### src/rtl/mffp_pkg.sv
// ----------------------------------------------------------------------------
// mffp_pkg
// types, constants and helpers of the maze flood fill planner
// ----------------------------------------------------------------------------
package mffp_pkg;

	localparam int MAZE_SIZE = 16;
	localparam logic [7:0] UNREACHABLE = 8'hFF;

	typedef enum logic [1:0] {
		CMD_SET_WALL = 2'd0,
		CMD_SENSOR   = 2'd1,
		CMD_MOVE     = 2'd2,
		CMD_RESTART  = 2'd3
	} cmd_t;

	localparam logic [2:0] REG_START_X = 3'd0;
	localparam logic [2:0] REG_START_Y = 3'd1;
	localparam logic [2:0] REG_START_HEADING = 3'd2;
	localparam logic [2:0] REG_GOAL_X = 3'd3;
	localparam logic [2:0] REG_GOAL_Y = 3'd4;

	localparam logic [1:0] DIR_N = 2'd0;
	localparam logic [1:0] DIR_E = 2'd1;
	localparam logic [1:0] DIR_S = 2'd2;
	localparam logic [1:0] DIR_W = 2'd3;

	typedef struct packed {
		logic [1:0] command;
		logic [3:0] cell_x;
		logic [3:0] cell_y;
		logic [1:0] wall_side;
		logic       wall_present;
		logic       sensor_front_left;
		logic       sensor_front_right;
		logic       sensor_left;
		logic       sensor_right;
		logic [1:0] move_heading;
	} req_t;

	typedef struct packed {
		logic [3:0] pos_x;
		logic [3:0] pos_y;
		logic [1:0] cur_heading;
		logic [1:0] best_heading;
		logic       escape_route;
		logic [7:0] here_distance;
	} rsp_t;

	typedef struct packed {
		logic       ok;
		logic [3:0] x;
		logic [3:0] y;
	} step_t;

	// broadcast control from the sequencer to every row
	typedef struct packed {
		logic       clear_walls;
		logic       flood_init;
		logic       flood_step;
		logic [3:0] goal_x;
		logic [3:0] goal_y;
		logic [7:0] level;
	} row_ctl_t;

	// one wall write, own cell and the neighbor sharing it
	typedef struct packed {
		logic       en;
		logic [3:0] x;
		logic [3:0] y;
		logic [1:0] side;
		logic       present;
		logic       nen;
		logic [3:0] nx;
		logic [3:0] ny;
	} wall_wr_t;

	function automatic step_t step_cell(logic [3:0] x, logic [3:0] y, logic [1:0] d);
		step_t s;
		s.ok = 1'b1;
		s.x = x;
		s.y = y;
		case (d)
			DIR_N: begin
				if (y == 4'd0) s.ok = 1'b0;
				else s.y = y - 4'd1;
			end
			DIR_E: begin
				if ({1'b0, x} + 5'd1 >= 5'(MAZE_SIZE)) s.ok = 1'b0;
				else s.x = x + 4'd1;
			end
			DIR_S: begin
				if ({1'b0, y} + 5'd1 >= 5'(MAZE_SIZE)) s.ok = 1'b0;
				else s.y = y + 4'd1;
			end
			default: begin
				if (x == 4'd0) s.ok = 1'b0;
				else s.x = x - 4'd1;
			end
		endcase
		return s;
	endfunction

	function automatic logic [3:0] sat_coord(logic [3:0] v);
		return ({1'b0, v} >= 5'(MAZE_SIZE)) ? 4'(MAZE_SIZE - 1) : v;
	endfunction

endpackage

### src/rtl/mffp_row.sv
// ----------------------------------------------------------------------------
// mffp_row
// one maze row: wall bits, distances and the flood wavefront of its cells
// ----------------------------------------------------------------------------
module mffp_row (
	input  logic                             clk,
	input  logic                             arst_n,
	input  logic [3:0]                       row_idx,
	input  mffp_pkg::row_ctl_t               ctl,
	input  mffp_pkg::wall_wr_t               wr,
	input  logic [mffp_pkg::MAZE_SIZE-1:0]   front_up,
	input  logic [mffp_pkg::MAZE_SIZE-1:0]   front_dn,
	input  logic [3:0]                       qx,
	output logic [mffp_pkg::MAZE_SIZE-1:0]   front,
	output logic [7:0]                       qdist,
	output logic [3:0]                       qwall
);

	logic [3:0] wall_q [mffp_pkg::MAZE_SIZE];
	logic [7:0] dist_q [mffp_pkg::MAZE_SIZE];
	logic [mffp_pkg::MAZE_SIZE-1:0] front_q;
	logic [mffp_pkg::MAZE_SIZE-1:0] front_nxt;
	logic [mffp_pkg::MAZE_SIZE-1:0] front_e;
	logic [mffp_pkg::MAZE_SIZE-1:0] front_w;

	// wavefront of the east and west neighbors
	assign front_e = {1'b0, front_q[mffp_pkg::MAZE_SIZE-1:1]};
	assign front_w = {front_q[mffp_pkg::MAZE_SIZE-2:0], 1'b0};

	always_comb begin
		for (int c = 0; c < mffp_pkg::MAZE_SIZE; c++) begin
			front_nxt[c] = (dist_q[c] == mffp_pkg::UNREACHABLE) &&
				((!wall_q[c][mffp_pkg::DIR_N] && front_up[c]) ||
				 (!wall_q[c][mffp_pkg::DIR_E] && front_e[c])  ||
				 (!wall_q[c][mffp_pkg::DIR_S] && front_dn[c]) ||
				 (!wall_q[c][mffp_pkg::DIR_W] && front_w[c]));
		end
	end

	always_ff @(posedge clk or negedge arst_n) begin
		if (!arst_n) begin
			for (int c = 0; c < mffp_pkg::MAZE_SIZE; c++) wall_q[c] <= 4'd0;
		end else if (ctl.clear_walls) begin
			for (int c = 0; c < mffp_pkg::MAZE_SIZE; c++) wall_q[c] <= 4'd0;
		end else begin
			for (int c = 0; c < mffp_pkg::MAZE_SIZE; c++) begin
				if (wr.en && wr.y == row_idx && wr.x == 4'(c))
					wall_q[c][wr.side] <= wr.present;
				if (wr.nen && wr.ny == row_idx && wr.nx == 4'(c))
					wall_q[c][wr.side + 2'd2] <= wr.present;
			end
		end
	end

	always_ff @(posedge clk or negedge arst_n) begin
		if (!arst_n) begin
			front_q <= '0;
		end else if (ctl.flood_init) begin
			for (int c = 0; c < mffp_pkg::MAZE_SIZE; c++)
				front_q[c] <= (ctl.goal_y == row_idx) && (ctl.goal_x == 4'(c));
		end else if (ctl.flood_step) begin
			front_q <= front_nxt;
		end
	end

	always_ff @(posedge clk) begin
		if (ctl.flood_init) begin
			for (int c = 0; c < mffp_pkg::MAZE_SIZE; c++)
				dist_q[c] <= ((ctl.goal_y == row_idx) && (ctl.goal_x == 4'(c))) ?
					8'd0 : mffp_pkg::UNREACHABLE;
		end else if (ctl.flood_step) begin
			for (int c = 0; c < mffp_pkg::MAZE_SIZE; c++)
				if (front_nxt[c]) dist_q[c] <= ctl.level + 8'd1;
		end
	end

	assign front = front_q;
	assign qdist = dist_q[qx];
	assign qwall = wall_q[qx];

endmodule

### config.mk
export PLATFORM = sky130hd
export DESIGN_NAME = mffp_row
export DESIGN_NICKNAME = d
export VERILOG_FILES = /design/src/rtl/mffp_pkg.sv /design/src/rtl/mffp_row.sv
export SDC_FILE = /design/constraint.sdc
export NUM_CORES = 1
export LEC_CHECK = 0
export ABC_AREA = 1
export BUFFER_PORTS_ARGS = -buffer_cell sky130_fd_sc_hd__buf_2
export CAP_MARGIN = 20
export CELL_PAD_IN_SITES_DETAIL_PLACEMENT = 2
export CELL_PAD_IN_SITES_GLOBAL_PLACEMENT = 2
export CORE_MARGIN = 2
export CORE_UTILIZATION = 36
export DETAILED_ROUTE_END_ITERATION = 16
export PLACE_DENSITY = 0.78
export SLEW_MARGIN = 5
export SYNTH_ARGS = -nofsm -noshare
export SYNTH_HDL_FRONTEND = slang
export SYNTH_SLANG_ARGS = --single-unit
### constraint.sdc
create_clock -name clk -period 2.4 [get_ports clk]
set_clock_uncertainty 0.15 [all_clocks]
set_input_delay 0.36 -clock clk [delete_from_list [all_inputs] [get_ports clk]]
set_output_delay 0.36 -clock clk [all_outputs]
set_load 0.01 [all_outputs]
---- Yosys cells after proc, flatten, opt, wreduce, memory -nomap -nowiden ----
Memories as Yosys holds them, arrays and structs flattened.
Cells that the tools add are included.
Widths: inputs -> output; s select.
operators by class
  add/subtract/negate cells ............... 2
  magnitude comparators ................... 5
  equal/unequal tests ..................... 64
  mux-type cells .......................... 188
  bitwise gates (word level) .............. 17
  reductions and logical operators ........ 242
operator list
  kind                 count
  $mux 8               32
  $mux 4               50
  $logic_and 1x1->1    130
  $bwmux 4             32
  $eq 8x8->1 const B   16
  $eq 4x4->1 const B   24
  $mux 1               68
  $mux 64              1
  $logic_not 1->1      62
  $eq 4x3->1 const B   12
  $logic_or 1x1->1     46
  $mux 16              2
  $eq 4x2->1 const B   6
  $bmux 4 s4           1
  $or 1x1->1           16
  $eq 4x1->1 const B   3
  $eq 4x4->1           3
  $logic_not 4->1      3
  $add 8x1->8 const B  1
  $lt 2x3->1 const B   2
  $ge 5x5->1 const B   1
  $not 4->5            1
  $demux 1 s2          2
  $ge 2x1->1 const B   2
  other kinds (2)      2
word-level totals
  register bits after elaboration ......... 80
  memory bits (writable) .................. 128
  input bits .............................. 82
  word-level logic and storage cells ...... 536
  memories kept ........................... 1
memories
  name    depth  width  read ports  clocked after memory_dff  wr ports  line            text
  dist_q  16     8      17          0                         16        mffp_row.sv:20  logic [7:0] dist_q [mffp_pkg::MAZE_SIZE];

---- Longest topological paths before layout ----
  depth after elaboration ................. 11
  gate-level depth with buffers ........... 11
  depth with buffers taken out ............ 10

---- Least setup slack after synthesis ----
Ideal clock, no wire load.
  kind .................................... input port to flip-flop
  start ................................... in ctl[16] (netlist bit)
  end ..................................... mem dist_q[7][0] (enable)
  arrival ................................. 1.535 ns
  required time ........................... 1.866 ns
  path slack .............................. 0.330 ns
  stages on the path ...................... 6
  cell sequence ........................... buf_4 -> buf_4 -> nand2_1 -> nor3_1 -> inv_1 -> o21ai_0
RTL lines
  item         line            text
  from (decl)  mffp_row.sv:9   input mffp_pkg::row_ctl_t ctl,
  to (decl)    mffp_row.sv:20

==> results.sh <==
export IMPL_weighted_congestion_reported_at_the_end_of_routability_driven_placement=0.848
export IMPL_worstPathRequired_ns=1.89
export IMPL_tightest_slew_ns=0.627
export IMPL_vias=13700
export IMPL_yosys_warnings=0
export IMPL_ys_dominant_reg_cell="edfxtp_1"
export IMPL_power_per_cell_area_mw_per_mm2=646
export IMPL_synth_largest_area_cell="edfxtp_1"
export IMPL_worst_setup_hold_path_clk_slew_ns=0.06
export IMPL_cts_root_buffer_cell="clkbuf_16"
export IMPL_power_leakage_uw=0.00644
export IMPL_synth_area_leaders="edfxtp_1 30%, dfrtp_1 15%, o21ai_0 11%, nand2_1 11%, a21oi_1 4.2%"
export IMPL_max_clock_freq_ghz=0.421
export IMPL_chipHeight_um=194
export IMPL_ir_worst_vdd_mv=0.504
export IMPL_synth_distinct_cells=47
export IMPL_fillers=4127
export IMPL_numPortBuffers=109
export IMPL_ios=110
export IMPL_startpoint_of_the_most_critical_hold_path="wr[9]"
export IMPL_cp_start_kind="flip-flop"
export IMPL_grt_use_total=0.309
export IMPL_clock_sink_count=208
export IMPL_crit_path_cells="inv_2, a21oi_1, o21ai_1, o21ai_1, o221ai_1, nand2_1, buf_2"
export IMPL_syn_to_final_growth_pct=19.5
export IMPL_detail_route_iter0_violations=956
export IMPL_worst_setup_path_startpoint="dist_q[5][1]$_DFFE_PP_"
export IMPL_detail_route_vias_per_cell=5.94
export IMPL_asyncSetResetFlopFracSynth=0.385
export IMPL_floorplan_rows=69
export IMPL_ctsHtreeMaxLevel=1
export IMPL_worst_endpoint_arrival_ns=1.86
export IMPL_drtPass1Iterations=5
export IMPL_die_x_um=194
export IMPL_cp_slowest_stage_delay_ns=0.39
export IMPL_holdCritPathClass="in2reg"
export IMPL_grt_first_pass_wirelength_mm=89.7
export IMPL_hold_viol=0
export IMPL_reg2reg_from="wall_q[56]$_DFF_PN0_"
export IMPL_ys_ff_latch=208
export IMPL_final_period_utilization=0.989
export IMPL_most_common_layout_cells="377 x nand2_1, 265 x o21ai_0, 133 x inv_1"
export IMPL_yosysSeqAreaShare=0.450
export IMPL_grt_max_degree=66
export IMPL_finalWorstSetupSlack_ns=0.0275
export IMPL_rsz0062_at_grt="yes"
export IMPL_setup_violations_final=0
export IMPL_antenna_found_initial=0
export IMPL_max_cap_violations=0
export IMPL_synth_nets=1790
export IMPL_place_detailed_hpwl_mm=42.4
export IMPL_critical_path_end_type="output port"
export IMPL_design_final_nets=1911
export IMPL_synthDominantCellAreaShare=0.296
export IMPL_grt_overflow_total=0
export IMPL_synth_area_per_cell_um2=7.62
export IMPL_antenna_cells_inserted=0
export IMPL_die_area_mm2=0.0377
export IMPL_timing_critical_path_mode_cell="o21ai_1"
export IMPL_placeableCoreArea_mm2=0.0356
export IMPL_tns_ns=0
export IMPL_final_period_minus_worst_setup_slack_ns=2.37
export IMPL_layout_cells_most_common="nand2_1"
export IMPL_final_core_util=0.437
export IMPL_grt_pass1_vias=14500
export IMPL_finalWirelength_mm=59.1
export IMPL_postSynthCellCount=1707
export IMPL_report_final_slew_viol_count=0
export IMPL_status="completed"
export IMPL_tritoncts="built"
export IMPL_numCtsBuffers=26
export IMPL_synth_cell_area_mm2=0.0130
export IMPL_worst_path_max_delay_cell="edfxtp_1"
export IMPL_critical_path_max_fanout=2
export IMPL_drc=0
export IMPL_synth_enable_flop_cells=128
export IMPL_initial_standard_cell_utilization_of_the_core=0.366
export IMPL_detail_routed_net_length_per_standard_cell_um=25.6
export IMPL_slew_limit_headroom=0.581
export IMPL_worstSkewPairLatency_ns=0.54
export IMPL_dpl_worst_slack_ns=-0.0104
export IMPL_critPathKind="reg2out"
export IMPL_clock_tree_buffer_depth=3
export IMPL_reg2reg_setup_slack_ns=0.30
export IMPL_drive_gt1_frac=0.178
export IMPL_antenna_violating_nets_left=0
-- timing repair --
action / CTS / global route
hold endpoints to repair: 34 / 0
gates resized for setup: 19 / 44
hold buffers: 1 / 0
buffers inserted: 0 / 5
gates cloned: 0 / 1
endpoints found under the setup margin: 10 / 12
pin swaps: 3 / 16
-- layout make-up --
type                            instances  area [µm²]  share of cell area
Clock inverter                         18         270              0.0174
Timing Repair Buffer                  190        1330              0.0856
Sequential cell                       208        5850               0.376
Clock buffer                           30         687              0.0442
Inverter                              166         624              0.0402
Multi-Input combinational cell       1236        6200               0.399
Tap cell                              461         577              0.0371
-- cell families after synthesis --
group	after synthesis	share of synthesized area
AO/OA/AOI/OAI	491	0.207
XOR/XNOR	10	0.00674
adder cells (fa/ha/maj)	1	0.000962
buffers and inverters	263	0.0815
flip-flops	208	0.450
multiplexers	4	0.00308
AND/OR/NAND/NOR	730	0.251
-- worst max-delay path: cells and delay by family, from the launching register on --
| family | cells | cell delay [ns] |
|---|---|---|
| AOI/OAI and AO/OA | 4 | 0.59 |
| buffers and inverters | 2 | 0.26 |
| DFF | 1 | 0.39 |
| and+or+nand+nor | 1 | 0.10 |
-- stage by stage --
stage          hold slack, ns  std cells  total power, µW  instance area [µm²]
2_1_floorplan         -0.0856       1707             4860                13000
6_report               0.0466       2309            10000                15500
4_1_cts                0.0284       2303            10000                15400
5_1_grt                0.0554       2309            10400                15500
3_5_place_dp            0.248       2254             5580                14400
3_3_place_gp            0.236       2254             5520                14400
-- registers in the layout (all words and copies together), names as in the netlist --
name    flops
dist_q    128
wall_q     64
front      16
-- Yosys cell counts, types with 12 or more instances --
library cell  count
inv_2            20
buf_2            23
o221ai_1         22
o211ai_1         18
edfxtp_1        128
nand4_1          82
nor3_1           13
inv_1           142
nand3_1          93
nand2_1         378
a21oi_1         109
clkbuf_1         63
nor2_1          125
o21ai_0         298
dfrtp_1          80
o21ai_1          19
nand2_2          12
-- path summary, 6_finish.rpt --
kind | end | cells past startpoint
worst min-delay path | wall_q[44]$_DFF_PN0_ | 3
worst max register to register | dist_q[1][7]$_DFFE_PP_ | 8
worst min register to register | front[14]$_DFFE_PN0P_ | 2
min in group asynchronous | wall_q[16]$_DFF_PN0_ | 2
max in group asynchronous | wall_q[9]$_DFF_PN0_ | 3
worst max-delay path | qdist[1] | 7
-- where the power goes --
part	leakage (µW)	internal (µW)	switching, µW
Sequential	0.00217	3990	107
Combinational	0.00380	431	1060
Clock	0.000464	2800	1660
Total	0.00644	7210	2830
-- metal layers --
layer  part of all wire  wire [µm]  track usage
met5                  0          0            0
met4              0.034       2000       0.0954
met3              0.063       3700       0.0438
met2               0.46      27300        0.502
met1               0.44      26100        0.427
Power figures use the tool's default switching activity.
